[config.mk]
export PLATFORM = sky130hd
export DESIGN_NAME = emulated_alu_with_sticky_flags
export DESIGN_NICKNAME = d
export VERILOG_FILES = /design/src/ealu_pkg.sv /design/src/ealu_bits.sv /design/src/ealu_muldiv.sv /design/src/emulated_alu_with_sticky_flags.sv
export SDC_FILE = /design/constraint.sdc
export NUM_CORES = 1
export LEC_CHECK = 0
export ABC_AREA = 1
export BUFFER_PORTS_ARGS = -buffer_cell sky130_fd_sc_hd__buf_4
export CAP_MARGIN = 25
export CORE_MARGIN = 2
export CORE_UTILIZATION = 50
export DETAILED_ROUTE_END_ITERATION = 12
export GPL_TIMING_DRIVEN = 0
export PLACE_DENSITY = 0.78
export SYNTH_ARGS = -nofsm -noshare
export SYNTH_HDL_FRONTEND = slang
export SYNTH_HIERARCHICAL = 1
export SYNTH_SLANG_ARGS = --single-unit
export TNS_END_PERCENT = 20
[constraint.sdc]
create_clock -name clk -period 5.85 [get_ports clk]
set_input_delay 1.17 -clock clk [delete_from_list [all_inputs] [get_ports clk]]
set_output_delay 1.17 -clock clk [all_outputs]
set_load 0.02 [all_outputs]
[src/ealu_pkg.sv]
package ealu_pkg;

  localparam int W     = 32;
  localparam int CNT_W = $clog2(W);
  localparam logic [CNT_W-1:0] LAST_STEP = CNT_W'(W - 1);

  typedef enum logic [2:0] {
    OP_ADD = 3'd0,
    OP_SUB = 3'd1,
    OP_MUL = 3'd2,
    OP_DIV = 3'd3,
    OP_AND = 3'd4,
    OP_OR  = 3'd5,
    OP_NOT = 3'd6,
    OP_NOP = 3'd7
  } op_t;

  typedef enum logic [1:0] {
    ST_IDLE,
    ST_RUN,
    ST_HOLD
  } state_t;

  // Sequencer to datapath units
  typedef struct packed {
    logic load;
    logic step;
  } ctl_t;

  typedef struct packed {
    logic [W-1:0] low;
    logic [W-1:0] high;
    logic         carry;
    logic         minus;
  } bits_res_t;

  typedef struct packed {
    logic [W-1:0] low;
    logic [W-1:0] high;
    logic         b_zero;
  } md_res_t;

endpackage

[src/ealu_bits.sv]
module ealu_bits (
  input  logic               clk,
  input  ealu_pkg::ctl_t     ctl,
  input  ealu_pkg::op_t      op,
  input  logic [31:0]        operand_a,
  input  logic [31:0]        operand_b,
  output ealu_pkg::bits_res_t res
);
  import ealu_pkg::*;

  op_t          op_r;
  logic [W-1:0] a_sr_r, b_sr_r, prim_sr_r, dba_sr_r;
  logic         c_r, br_ab_r, br_ba_r, nz_r;
  logic         ai, bi, sum_bit, d_ab, d_ba, prim;

  assign ai      = a_sr_r[0];
  assign bi      = b_sr_r[0];
  assign sum_bit = ai ^ bi ^ c_r;
  assign d_ab    = ai ^ bi ^ br_ab_r;
  assign d_ba    = ai ^ bi ^ br_ba_r;

  always_comb begin
    case (op_r)
      OP_ADD:  prim = sum_bit;
      OP_SUB:  prim = d_ab;
      OP_AND:  prim = ai & bi;
      OP_OR:   prim = ai | bi;
      default: prim = 1'b0;
    endcase
  end

  // LSB first: operands shift out, result bits enter from the top
  always_ff @(posedge clk) begin
    if (ctl.load) begin
      op_r    <= op;
      a_sr_r  <= operand_a;
      b_sr_r  <= operand_b;
      c_r     <= 1'b0;
      br_ab_r <= 1'b0;
      br_ba_r <= 1'b0;
      nz_r    <= 1'b0;
    end else if (ctl.step) begin
      a_sr_r    <= {1'b0, a_sr_r[W-1:1]};
      b_sr_r    <= {1'b0, b_sr_r[W-1:1]};
      prim_sr_r <= {prim, prim_sr_r[W-1:1]};
      dba_sr_r  <= {d_ba, dba_sr_r[W-1:1]};
      c_r       <= (ai & bi) | (c_r & (ai ^ bi));
      br_ab_r   <= (~ai & bi) | (br_ab_r & ~(ai ^ bi));
      br_ba_r   <= (ai & ~bi) | (br_ba_r & ~(ai ^ bi));
      nz_r      <= nz_r | ai;
    end
  end

  always_comb begin
    case (op_r)
      OP_SUB:  res.low = br_ab_r ? dba_sr_r : prim_sr_r;
      OP_NOT:  res.low = {{(W-1){1'b0}}, ~nz_r};
      default: res.low = prim_sr_r;
    endcase
    res.high  = {{(W-1){1'b0}}, (op_r == OP_ADD) & c_r};
    res.carry = c_r;
    res.minus = br_ab_r;
  end

endmodule

[src/ealu_muldiv.sv]
module ealu_muldiv (
  input  logic             clk,
  input  ealu_pkg::ctl_t   ctl,
  input  ealu_pkg::op_t    op,
  input  logic [31:0]      operand_a,
  input  logic [31:0]      operand_b,
  output ealu_pkg::md_res_t res
);
  import ealu_pkg::*;

  logic         is_div_r;
  logic [W-1:0] hi_r, lo_r, b_r;
  logic [W:0]   add_sum;
  logic [W:0]   trial;
  logic [W+1:0] trial_diff;
  logic         q_bit;

  // Multiply: shift-add, one multiplier bit a step
  assign add_sum = {1'b0, hi_r} + (lo_r[0] ? {1'b0, b_r} : {(W+1){1'b0}});

  // Divide: restoring, one quotient bit a step; a zero divisor gives all ones, remainder a
  assign trial      = {hi_r, lo_r[W-1]};
  assign trial_diff = {1'b0, trial} - {2'b00, b_r};
  assign q_bit      = ~trial_diff[W+1];

  always_ff @(posedge clk) begin
    if (ctl.load) begin
      is_div_r <= (op == OP_DIV);
      hi_r     <= '0;
      lo_r     <= operand_a;
      b_r      <= operand_b;
    end else if (ctl.step) begin
      if (is_div_r) begin
        hi_r <= q_bit ? trial_diff[W-1:0] : trial[W-1:0];
        lo_r <= {lo_r[W-2:0], q_bit};
      end else begin
        hi_r <= add_sum[W:1];
        lo_r <= {add_sum[0], lo_r[W-1:1]};
      end
    end
  end

  assign res.low    = lo_r;
  assign res.high   = hi_r;
  assign res.b_zero = (b_r == '0);

endmodule

[src/emulated_alu_with_sticky_flags.sv]
// Emulated-machine 32-bit ALU (add, sub, mul, div, and, or, logical not) with sticky
// carry, minus and overflow flags. Every operation runs through a radix-2 serial
// datapath: add, sub and the logic ops one bit per cycle, multiply as shift-add and
// divide as restoring division, one step per cycle. The operands load at the edge that
// accepts the beat; 32 steps follow, set by the operand width, then the output register
// captures the result; out_valid and in_ready then rise together. A result left
// waiting on the output stalls the finished operation until out_ready takes it. One
// item is in flight at a time; in_ready is high whenever the datapath is free, even
// while a previous result waits on the output. The flags on each result are those
// after its operation. A zero divisor yields an all-ones quotient, remainder operand_a
// and divide_by_zero set.
module emulated_alu_with_sticky_flags (
  input  logic        clk,
  input  logic        rst_n,
  input  logic        in_valid,
  output logic        in_ready,
  input  logic [2:0]  in_op,
  input  logic [31:0] in_operand_a,
  input  logic [31:0] in_operand_b,
  output logic        out_valid,
  input  logic        out_ready,
  output logic [31:0] out_result_low,
  output logic [31:0] out_result_high,
  output logic        out_carry_flag,
  output logic        out_minus_flag,
  output logic        out_overflow_flag,
  output logic        out_divide_by_zero
);
  import ealu_pkg::*;

  state_t          state_r, state_nxt;
  logic [CNT_W-1:0] cnt_r, cnt_nxt;
  op_t             op_r;
  ctl_t            ctl;
  bits_res_t       bits_res;
  md_res_t         md_res;
  logic            in_beat, out_load;

  logic            carry_r, carry_nxt;
  logic            minus_r, minus_nxt;
  logic            ovf_r, ovf_nxt;
  logic            out_valid_r, out_valid_nxt;
  logic [W-1:0]    low_r, low_nxt, high_r, high_nxt;
  logic            carry_out_r, minus_out_r, ovf_out_r, dz_r, dz_nxt;

  ealu_bits u_bits (
    .clk       (clk),
    .ctl       (ctl),
    .op        (op_t'(in_op)),
    .operand_a (in_operand_a),
    .operand_b (in_operand_b),
    .res       (bits_res)
  );

  ealu_muldiv u_muldiv (
    .clk       (clk),
    .ctl       (ctl),
    .op        (op_t'(in_op)),
    .operand_a (in_operand_a),
    .operand_b (in_operand_b),
    .res       (md_res)
  );

  assign in_ready = (state_r == ST_IDLE);
  assign in_beat  = in_valid & in_ready;

  always_ff @(posedge clk) begin
    if (!rst_n) begin
      state_r <= ST_IDLE;
      cnt_r   <= '0;
    end else begin
      state_r <= state_nxt;
      cnt_r   <= cnt_nxt;
    end
  end

  always_comb begin
    state_nxt = state_r;
    cnt_nxt   = cnt_r;
    ctl.load  = 1'b0;
    ctl.step  = 1'b0;
    out_load  = 1'b0;
    unique case (state_r)
      ST_IDLE: begin
        if (in_beat) begin
          ctl.load  = 1'b1;
          state_nxt = ST_RUN;
        end
      end
      ST_RUN: begin
        ctl.step = 1'b1;
        cnt_nxt  = cnt_r + 1'b1;
        if (cnt_r == LAST_STEP) begin
          state_nxt = ST_HOLD;
        end
      end
      ST_HOLD: begin
        // hold the unit results until the output register is free
        if (!out_valid_r || out_ready) begin
          out_load  = 1'b1;
          state_nxt = ST_IDLE;
        end
      end
      default: state_nxt = ST_IDLE;
    endcase
  end

  always_ff @(posedge clk) begin
    if (in_beat) begin
      op_r <= op_t'(in_op);
    end
  end

  always_comb begin
    carry_nxt = carry_r;
    minus_nxt = minus_r;
    ovf_nxt   = ovf_r;
    dz_nxt    = 1'b0;
    low_nxt   = bits_res.low;
    high_nxt  = bits_res.high;
    case (op_r)
      OP_ADD: carry_nxt = bits_res.carry;
      OP_SUB: minus_nxt = bits_res.minus;
      OP_MUL: begin
        ovf_nxt  = (md_res.high != '0);
        low_nxt  = md_res.low;
        high_nxt = md_res.high;
      end
      OP_DIV: begin
        ovf_nxt  = 1'b0;
        dz_nxt   = md_res.b_zero;
        low_nxt  = md_res.low;
        high_nxt = md_res.high;
      end
      default: ;
    endcase
  end

  always_comb begin
    out_valid_nxt = out_valid_r;
    if (out_load) begin
      out_valid_nxt = 1'b1;
    end else if (out_ready) begin
      out_valid_nxt = 1'b0;
    end
  end

  always_ff @(posedge clk) begin
    if (!rst_n) begin
      carry_r     <= 1'b0;
      minus_r     <= 1'b0;
      ovf_r       <= 1'b0;
      out_valid_r <= 1'b0;
    end else begin
      out_valid_r <= out_valid_nxt;
      if (out_load) begin
        carry_r <= carry_nxt;
        minus_r <= minus_nxt;
        ovf_r   <= ovf_nxt;
      end
    end
  end

  always_ff @(posedge clk) begin
    if (out_load) begin
      low_r       <= low_nxt;
      high_r      <= high_nxt;
      carry_out_r <= carry_nxt;
      minus_out_r <= minus_nxt;
      ovf_out_r   <= ovf_nxt;
      dz_r        <= dz_nxt;
    end
  end

  assign out_valid          = out_valid_r;
  assign out_result_low     = low_r;
  assign out_result_high    = high_r;
  assign out_carry_flag     = carry_out_r;
  assign out_minus_flag     = minus_out_r;
  assign out_overflow_flag  = ovf_out_r;
  assign out_divide_by_zero = dz_r;

  a_cnt_idle: assert property (@(posedge clk) disable iff (!rst_n)
    (state_r == ST_IDLE) |-> (cnt_r == '0))
    else $error("step counter not at zero while idle");

  a_beat_runs: assert property (@(posedge clk) disable iff (!rst_n)
    in_beat |=> (state_r == ST_RUN))
    else $error("accepted beat did not start the datapath");

  a_out_from_hold: assert property (@(posedge clk) disable iff (!rst_n)
    (out_valid_r && !$past(out_valid_r)) |-> $past(state_r == ST_HOLD))
    else $error("result raised without a finished operation");

  a_dz_clears_ovf: assert property (@(posedge clk) disable iff (!rst_n)
    (out_valid_r && dz_r) |-> !ovf_out_r)
    else $error("overflow set on a divide result");

endmodule
==> results.tsv, run 1 <==
metric	value	unit
status	finished clean	
Hold Path End	u_bits/prim_sr_r[20]	
Max Fanout on Critical Path	10	
layout cell share with drive strength beyond 1	12.3	%
post-DP HPWL	46100	um
syn avg cell area	7.54	sq um
CP Launch Type	flip-flop	
Area growth, synth to finish	15.8	%
worst reg2reg path depth	17	
vias in the first global route	16008	
initial antenna violation count	0	
post-synth top area share	41.5	%
Post-synth EDFFs	267	
Site Rows	71	
#FFs+latches synth	314	
commonest non-fill, non-tap cell in the layout	nand2_1	
leading area contributor after synthesis	edfxtp_1	
Worst-path clk slew	60	ps
CTS root buffer	clkbuf_16	
CTS tree	yes	
critical path type	flip-flop to flip-flop	
routability cong.	0.982	
total CTS buffers	35	
minimum clock period	3360	ps
power per cell area	303	mW/mm^2
crit end category	flip-flop	
largest net degree at the start of global routing	65	
Die ar.	0.0402	sq mm
fillers	3462	
critical path arrival	3840	ps
area of the core	0.0378	sq mm
leakage power	11.0	nW
# resized after CTS	0	
maximum clock rate	298	MHz
Remaining Overflow, GRT	0	
1st-pass router iterations	6	
commonest cells after routing, fill and taps aside	nand2_1, inv_1, edfxtp_1, nor2_1, buf_4	
Max Cap Viol	0	
RR Endpoint	u_muldiv/hi_r[21]	
antenna-violating nets left	0	
CTS H-tree depth	2	
Yosys cell types	46	
drt total wl	58300	um
Final Hold Viols	0	
Min-Delay Startpoint	u_bits/prim_sr_r[21]	
PortBufs	140	
Worst slew margin	33.7	%
postcts setup bufs	0	
power share of the clock group	33.3	%
register share of total power	42.2	%
Final Max Tran Viols	0	
Starting Density	51.0	%
Ant. Diodes	0	
VDD IR-drop max	0.214	mV
multi-input logic area	0.00845	sq mm
Die X-Extent	201	um
# hold bufs at CTS	0	
Critical Path RT	6330	ps
Post-synth ARST share	0	%
Residual DRC	0	
period utilisation layout	57.4	%
prevailing post-synth register cell	edfxtp_1	
Post-Syn Area	0.0193	sq mm
Vias/cell	5.28	
YS warnings	6	
Worst Hold Path Cells	0	
Final setup violation count	0	
r2r setup slk	2490	ps
die height	201	um
total I/O pin count	141	
RSZ-0062 raised after global routing	no	
sw frac	33.5	%
Register Area	0.00896	sq mm
worst-skew pair later-pin latency	580	ps
Clock Skews	20.5	ps
Comb pwr share	24.5	%
Total GRT Usage	28.7	%
Num Clock Sinks	314	
vias after detailed routing	17481	
1st-iter DRT viols	1807	
nets	2914	
WL/cell	17.6	um
first-pass GRT wire length	89400	um
slew of the pin with the lowest slew margin	993	ps
Cells after Synth	2560	
Clock Tree Buf Depth	3	
Synth area leaders	edfxtp_1, nand2_1, inv_1	
post-route cell area	0.0224	sq mm
RR Startpoint	u_muldiv/lo_r[0]	
Seq/Total Area, Yosys	46.4	%
HP Class	flip-flop to flip-flop	
Fin Hold WS	449	ps
switching power	0.00227	W
Post-DP Area	0.0212	sq mm
P_int	0.00450	W
[state kept, by name, summed over array words and instances (netlist names), 2 cells and up]
name / count
out_result_high: 32
u_bits/dba_sr_r: 32
u_muldiv/hi_r: 32
u_bits/a_sr_r: 32
u_muldiv/b_r: 32
out_result_low: 32
u_bits/b_sr_r: 32
op_r: 3
cnt_r: 5
u_muldiv/lo_r: 32
u_bits/op_r: 3
state_r: 2
u_bits/prim_sr_r: 32
[logic make-up after synthesis]
logic type	share of synthesized area, %
other	0.0194
AOI/OAI and AO/OA	8.51
xor gates and xnor gates	0.726
and+or+nand+nor	29.1
buffers and inverters	10.5
adders and majority gates	4.78
DFF	46.4
[worst max-delay path by stage]
stage / end / slack (ps) / startpoint
2_1_floorplan: u_bits/dba_sr_r[0] / 640 / in_valid
3_3_place_gp: u_bits/prim_sr_r[15] / -840 / in_valid
3_5_place_dp: u_muldiv/lo_r[12] / 2010 / in_valid
4_1_cts: u_muldiv/hi_r[21] / 2510 / u_muldiv/lo_r[0]
5_1_grt: u_muldiv/hi_r[29] / 2230 / u_muldiv/lo_r[0]
6_report: u_muldiv/hi_r[21] / 2490 / u_muldiv/lo_r[0]
[through the flow]
stage | worst slack (ps) | std cells | utilization [%] | total power (W) | TNS, ps
CTS | 2510 | 3308 | 59.1 | 0.00677 | 0
finish | 2490 | 3308 | 59.1 | 0.00677 | 0
floorplan | 641 | 2590 | - | 0.00397 | 0
global placement | -843 | 3241 | 55.8 | 0.00448 | -55850
global route | 2230 | 3308 | 59.1 | 0.00711 | 0
detailed placement | 2010 | 3245 | 56.1 | 0.00451 | 0
[power by group through the flow]
stage               clock network, W  registers, W  logic [W]
finish                       0.00226       0.00286    0.00166
detailed placement                 0       0.00290    0.00162
global placement                   0       0.00290    0.00158
floorplan                          0       0.00280    0.00117
global route                 0.00238       0.00288    0.00186
CTS                          0.00229       0.00285    0.00163
[metal layers]
metal / routed length (um) / GRT usage [%] / share of wire (%) / vias up
met2: 25000 / 43.5 / 43 / 779
met1: 26200 / 42.3 / 45 / 8061
met4: 1510 / 7.99 / 2.6 / 0
met3: 5560 / 5.05 / 9.5 / 89
li1: - / - / - / 8552
met5: 0 / 0 / 0 / -
[worst max-delay path, stage by stage, from the launching register on]
cell,delay (ps)
edfxtp_1,420
clkbuf_1,390
clkbuf_1,360
nand2_1,90
inv_1,70
ha_1,210
fa_1,290
nand3_1,110
nand3_1,190
inv_1,60
o21ai_0,360
nand2_1,190
nand3_1,120
nand2_1,50
nand3_1,140
nand4_1,110
nand2_1,70
inv_1,30
[cell usage after synthesis, types with 3 or more instances]
library cell  number
a21oi_1          144
a31oi_1            6
buf_1              5
buf_2             25
buf_4             42
buf_6              7
clkbuf_1          35
dfxtp_1           47
edfxtp_1         267
fa_1               3
ha_1              69
inv_1            345
inv_2             14
nand2_1          998
nand2_2            6
nand3_1          103
nand3_2            3
nand4_1           37
nor2_1           192
nor2_4             7
nor3_1            19
nor4_1             9
o21a_1             3
o21ai_0           87
o21ai_1           11
o21ai_2           30
o21bai_1           8
or2_2              3
xnor2_1            4
xor2_1            12
[area by class of cell]
cell class	count	share of cell area, %
tap	511	2.86
clock buffer	44	4.20
sequential	314	40.1
timing repair buffer	144	5.09
buffer	114	2.99
inverter	361	6.07
multi-input combinational	1801	37.8
clock inverter	19	0.940
No activity file was read; power rests on OpenSTA's default activity.
==> inputs of run 2 (changes only) <==
Clock period 5.85 ns to 3.32 ns, I/O delays scaled along.
==> results.tsv, run 2 (synthesis gave the netlist of run 1 again) <==
metric	value	unit	change
first-pass GRT wire length	91100	um	+1.9%
Area growth, synth to finish	15.5	%	
Remaining Overflow, GRT	0		unchanged
Residual DRC	0		unchanged
Max Fanout on Critical Path	10		unchanged
CP Launch Type	flip-flop		
postcts setup bufs	0		unchanged
Clock Skews	22.3	ps	+1.78 ps
layout cell share with drive strength beyond 1	12.2	%	-0.031 points
nets	2915		+0.034%
1st-iter DRT viols	1743		-3.5%
die height	201	um	unchanged
VDD IR-drop max	0.390	mV	+82%
Clock Tree Buf Depth	3		unchanged
Vias/cell	5.28		about the same
largest net degree at the start of global routing	44		-32%
post-DP HPWL	47000	um	+2.0%
busiest grt layer	met2		
minimum clock period	3170	ps	-187 ps
setup_tns	0	ps	unchanged
worst-skew pair later-pin latency	570	ps	about the same
Worst slew margin	36.1	%	+2.4 points
critical path arrival	3630	ps	-210 ps
CTS tree	yes		
Critical Path RT	3770	ps	-2560 ps
Final Max Tran Viols	0		unchanged
CTS H-tree depth	2		unchanged
leakage power	11.0	nW	-0.22%
vias in the first global route	16396		+2.4%
HP Class	primary input to flip-flop		
power per cell area	520	mW/mm^2	+72%
slew of the pin with the lowest slew margin	958	ps	-34.3 ps
antenna-violating nets left	0		unchanged
Total GRT Usage	29.2	%	+0.53 points
Setup WS pre-CTS	-47.0	ps	-2060 ps
RSZ-0062 raised after global routing	no		
total CTS buffers	35		unchanged
Final Hold Viols	0		unchanged
Fin Hold WS	280	ps	-169 ps
grt met1 use	42.6	%	+0.35 points
initial antenna violation count	0		unchanged
Num Clock Sinks	314		unchanged
1st-pass router iterations	5		-1
CTS root buffer	clkbuf_16		
crit end category	flip-flop		
commonest non-fill, non-tap cell in the layout	nand2_1		
fillers	3496		+0.98%
PortBufs	140		unchanged
vias after detailed routing	17473		-0.046%
Ant. Diodes	0		unchanged
status	finished clean		
routability cong.	1.00		+2.3%
maximum clock rate	315	MHz	+5.9%
period utilisation layout	95.6	%	+38 points
Starting Density	51.0	%	unchanged
total I/O pin count	141		unchanged
Final setup violation count	0		unchanged
commonest cells after routing, fill and taps aside	nand2_1, inv_1, edfxtp_1, nor2_1, buf_4		
Die ar.	0.0402	sq mm	unchanged
Worst-path clk slew	70	ps	about the same
critical path type	flip-flop to flip-flop		
Die X-Extent	201	um	unchanged
global-route met3 utilization	5.11	%	+0.065 points
WL/cell	17.9	um	+1.4%
met2 usage	44.5	%	+1.0 points
Max Cap Viol	0		unchanged
drt total wl	59100	um	+1.3%
area of the core	0.0378	sq mm	unchanged
Site Rows	71		unchanged
post-route worst setup slack	147	ps	-2340 ps
run 2: critical path: stages, from the launching register on:
cell	delay, ps
edfxtp_1	580
clkbuf_2	260
nand2_1	90
inv_1	40
ha_1	220
fa_1	460
nand3_1	120
nand3_1	170
nand3_1	130
nand3_1	200
nand3_1	140
nand2_1	100
o21ai_0	320
nand2_1	90
nor2_1	100
nor2_1	40
run 2: stage by stage:
step	std cells	instance area, sq um	total power [W]	utilization, %
6_report	3307	22300	0.0116	58.9
5_1_grt	3307	22300	0.0122	58.9
4_1_cts	3308	22300	0.0116	58.9
3_5_place_dp	3247	21300	0.00797	56.2
3_3_place_gp	3241	21100	0.00789	55.8
2_1_floorplan	2590	19400	0.00699	-
run 2: cell type report:
class	count	area, sq um	share of cell area, %
flip-flops and latches	314	8960	40.2
multi-input cells	1801	8450	37.9
inverters	361	1360	6.09
repair buffers	146	1190	5.32
clock buffers	45	945	4.24
plain buffers	113	668	3.00
well taps	511	639	2.87
clock inverters	16	96.3	0.432
run 2: final timing paths:
path,startpoint,to,slack [ps],cells after the start
min,in_operand_b[24],u_muldiv/b_r[24],280,1
min reg2reg,u_bits/prim_sr_r[16],u_bits/prim_sr_r[15],450,0
max,u_muldiv/lo_r[0],u_muldiv/hi_r[19],150,15
max reg2reg,u_muldiv/lo_r[0],u_muldiv/hi_r[19],150,15
run 2: repair_timing:
item                       4_1_cts  5_1_grt
gates resized for setup          0        5
setup endpoints to repair        0       50
hold buffers                     0        0
run 2: power by group:
part           internal, W  switching (W)
clock              0.00202        0.00161
sequential         0.00468       0.000362
combinational     0.000987        0.00194
total              0.00769        0.00391
run 2: per-layer routing:
| layer | share of wire, % | routed length, um |
|---|---|---|
| met2 | 43 | 25400 |
| met4 | 2.8 | 1630 |
| met1 | 45 | 26600 |
| met5 | 0 | 0 |
| met3 | 9.2 | 5460 |
==> inputs of run 3 (changes only) <==
--- a/config.mk
+++ b/config.mk
@@ -8,5 +8,4 @@
 export ABC_AREA = 1
 export BUFFER_PORTS_ARGS = -buffer_cell sky130_fd_sc_hd__buf_4
-export CAP_MARGIN = 25
 export CORE_MARGIN = 2
 export CORE_UTILIZATION = 50
==> constraint.sdc (replaced) <==
create_clock -name clk -period 3.32 [get_ports clk]
set_input_delay 0.332 -clock clk [delete_from_list [all_inputs] [get_ports clk]]
set_output_delay 0.332 -clock clk [all_outputs]
set_load 0.02 [all_outputs]
==> results.tsv, run 3 (synthesis gave the netlist of run 1 again) <==
metric	value	unit	change
critical path type	flip-flop to flip-flop		
commonest non-fill, non-tap cell in the layout	nand2_1		
Max Cap Viol	0		unchanged
Final Max Tran Viols	0		unchanged
Die X-Extent	201	um	unchanged
layout cell share with drive strength beyond 1	12.0	%	-0.22 points
first-pass GRT wire length	90300	um	-0.86%
total I/O pin count	141		unchanged
Area growth, synth to finish	17.3	%	
CP Launch Type	flip-flop		
period utilisation layout	92.2	%	-3.4 points
Critical Path, Cell by Cell	clkbuf_2 > nand2_1 > inv_1 > ha_1 > fa_1 > nand3_1 > nand3_1 > nand3_1 > nand3_1 > nand3_1 > nand2_1 > o21ai_0 > nand2_1 > nor2_1 > nor2_1		
RSZ-0062 raised after global routing	no		
Max Fanout on Critical Path	10		unchanged
Critical-path top delay cell	edfxtp_1		
CTS root buffer	clkbuf_16		
status	finished clean		
1st-iter DRT viols	1796		+3.0%
vias in the first global route	16352		-0.27%
max incr delay on CP	510	ps	-70 ps
Setup WS pre-CTS	-193	ps	-146 ps
Total GRT Usage	29.0	%	-0.21 points
vias after detailed routing	17483		+0.057%
antenna-violating nets left	0		unchanged
most frequent CP cell	nand3_1		
Ant. Diodes	0		unchanged
Worst slew margin	20.8	%	-15 points
post-DP HPWL	46300	um	-1.5%
Vias/cell	5.23		-0.99%
1st-pass router iterations	6		+1
WL/cell	17.6	um	-1.4%
leakage power	11.1	nW	+1.3%
r2r setup slk	260	ps	+110 ps
worst reg2reg path depth	15		unchanged
RR Startpoint	u_muldiv/lo_r[0]		
Num Clock Sinks	314		unchanged
Final setup violation count	0		unchanged
initial antenna violation count	0		unchanged
die height	201	um	unchanged
total CTS buffers	35		unchanged
Starting Density	51.0	%	unchanged
slew of the pin with the lowest slew margin	1190	ps	+229 ps
Comb pwr share	25.1	%	about the same
Final Hold Viols	0		unchanged
crit end category	flip-flop		
Worst path depth	15		unchanged
maximum clock rate	327	MHz	+3.7%
routability cong.	0.978		-2.5%
post-route worst setup slack	259	ps	+113 ps
Critical Path RT	3760	ps	about the same
Hold Path End	state_r[0]		
RR Endpoint	u_muldiv/hi_r[19]		
drt total wl	58800	um	-0.38%
setup_tns	0	ps	unchanged
Worst Hold Path Cells	2		+1
largest net degree at the start of global routing	72		+64%
CTS tree	yes		
critical path arrival	3500	ps	-130 ps
Tot Pwr	0.0118	W	+1.3%
Min-Delay Startpoint	rst_n		
commonest cells after routing, fill and taps aside	nand2_1, inv_1, edfxtp_1, nor2_1, buf_4		
Residual DRC	0		unchanged
HP Class	primary input to flip-flop		
power share of the clock group	32.0	%	+0.7 points
multi-input logic area	0.00846	sq mm	+0.12%
minimum clock period	3060	ps	-113 ps
VDD IR-drop max	0.381	mV	-2.4%
Worst-path clk slew	60	ps	about the same
crit path buf inv count	2		unchanged
register share of total power	42.9	%	-0.6 points
Clock Tree Buf Depth	3		unchanged
Register Area	0.00896	sq mm	unchanged
Clock Skews	20.9	ps	-1.32 ps
PortBufs	140		unchanged
worst-skew pair later-pin latency	560	ps	about the same
power per cell area	519	mW/mm^2	-0.21%
nets	2948		+1.1%
Die ar.	0.0402	sq mm	unchanged
CTS H-tree depth	2		unchanged
fillers	3458		-1.1%
Top delay family on crit path	simple AND/OR/NAND/NOR gates		
Site Rows	71		unchanged
area of the core	0.0378	sq mm	unchanged
Remaining Overflow, GRT	0		unchanged
switching power	0.00392	W	+0.32%
sw frac	33.4	%	-0.34 points
P_int	0.00783	W	+1.8%
==> run 3: worst reg2reg max path, stage by stage (launching register included) <==
cell	delay, ps
edfxtp_1	510
clkbuf_2	230
nand2_1	80
inv_1	40
ha_1	220
fa_1	460
nand3_1	120
nand3_1	170
nand3_1	120
nand3_1	200
nand3_1	140
nand2_1	90
o21ai_0	340
nand2_1	90
nor2_1	100
nor2_1	40
==> run 3: power groups by stage <==
| stage | clock, W | combinational, W | sequential [W] |
|---|---|---|---|
| finish | 0.00376 | 0.00295 | 0.00504 |
| global route | 0.00395 | 0.00331 | 0.00507 |
| CTS | 0.00380 | 0.00290 | 0.00503 |
| detailed placement | 0 | 0.00285 | 0.00511 |
| global placement | 0 | 0.00278 | 0.00511 |
| floorplan | 0 | 0.00206 | 0.00493 |
==> run 3: final cells by class <==
cell class / count / area share (%)
Multi-Input combinational cell: 1801 / 37.4
Clock buffer: 47 / 4.11
Sequential cell: 314 / 39.6
Clock inverter: 16 / 0.680
Inverter: 361 / 5.99
Buffer: 113 / 2.95
Tap cell: 511 / 2.82
Timing Repair Buffer: 179 / 6.52
==> run 3: layer usage <==
metal	GRT usage (%)	vias to the layer above	wire [um]
met5	0	-	0
met4	9.92	0	1850
met3	4.43	100	5230
met2	44.0	752	25000
met1	42.4	8001	26800
li1	-	8630	-
==> run 3: what timing repair did <==
| action | in CTS | in global routing |
|---|---|---|
| resized for setup | 1 | 6 |
| hold endpoints to repair | 38 | 0 |
| setup buffers | 0 | 1 |
| setup endpoints to repair | 32 | 53 |
| hold buffers | 35 | 0 |
==> run 3: worst max-delay path by stage <==
stage / from / to / slack (ps)
finish: u_muldiv/lo_r[0] / u_muldiv/hi_r[19] / 260
global route: u_muldiv/lo_r[0] / u_muldiv/hi_r[19] / 110
detailed placement: state_r[1] / u_muldiv/lo_r[10] / -190
CTS: u_muldiv/lo_r[0] / u_muldiv/hi_r[21] / 20
global placement: state_r[1] / u_muldiv/lo_r[9] / -1130
floorplan: state_r[1] / u_muldiv/lo_r[0] / -230
==> run 3: stage by stage <==
stage                     utilization, %  hold slack [ps]  std cells  instance area (sq um)
after floorplan                        -              426       2590                  19400
after global placement              55.8              431       3241                  21100
after CTS                           59.8             10.0       3342                  22600
after detailed placement            56.0              432       3244                  21200
after global routing                59.8             43.0       3342                  22600
final                               59.8             31.3       3342                  22600
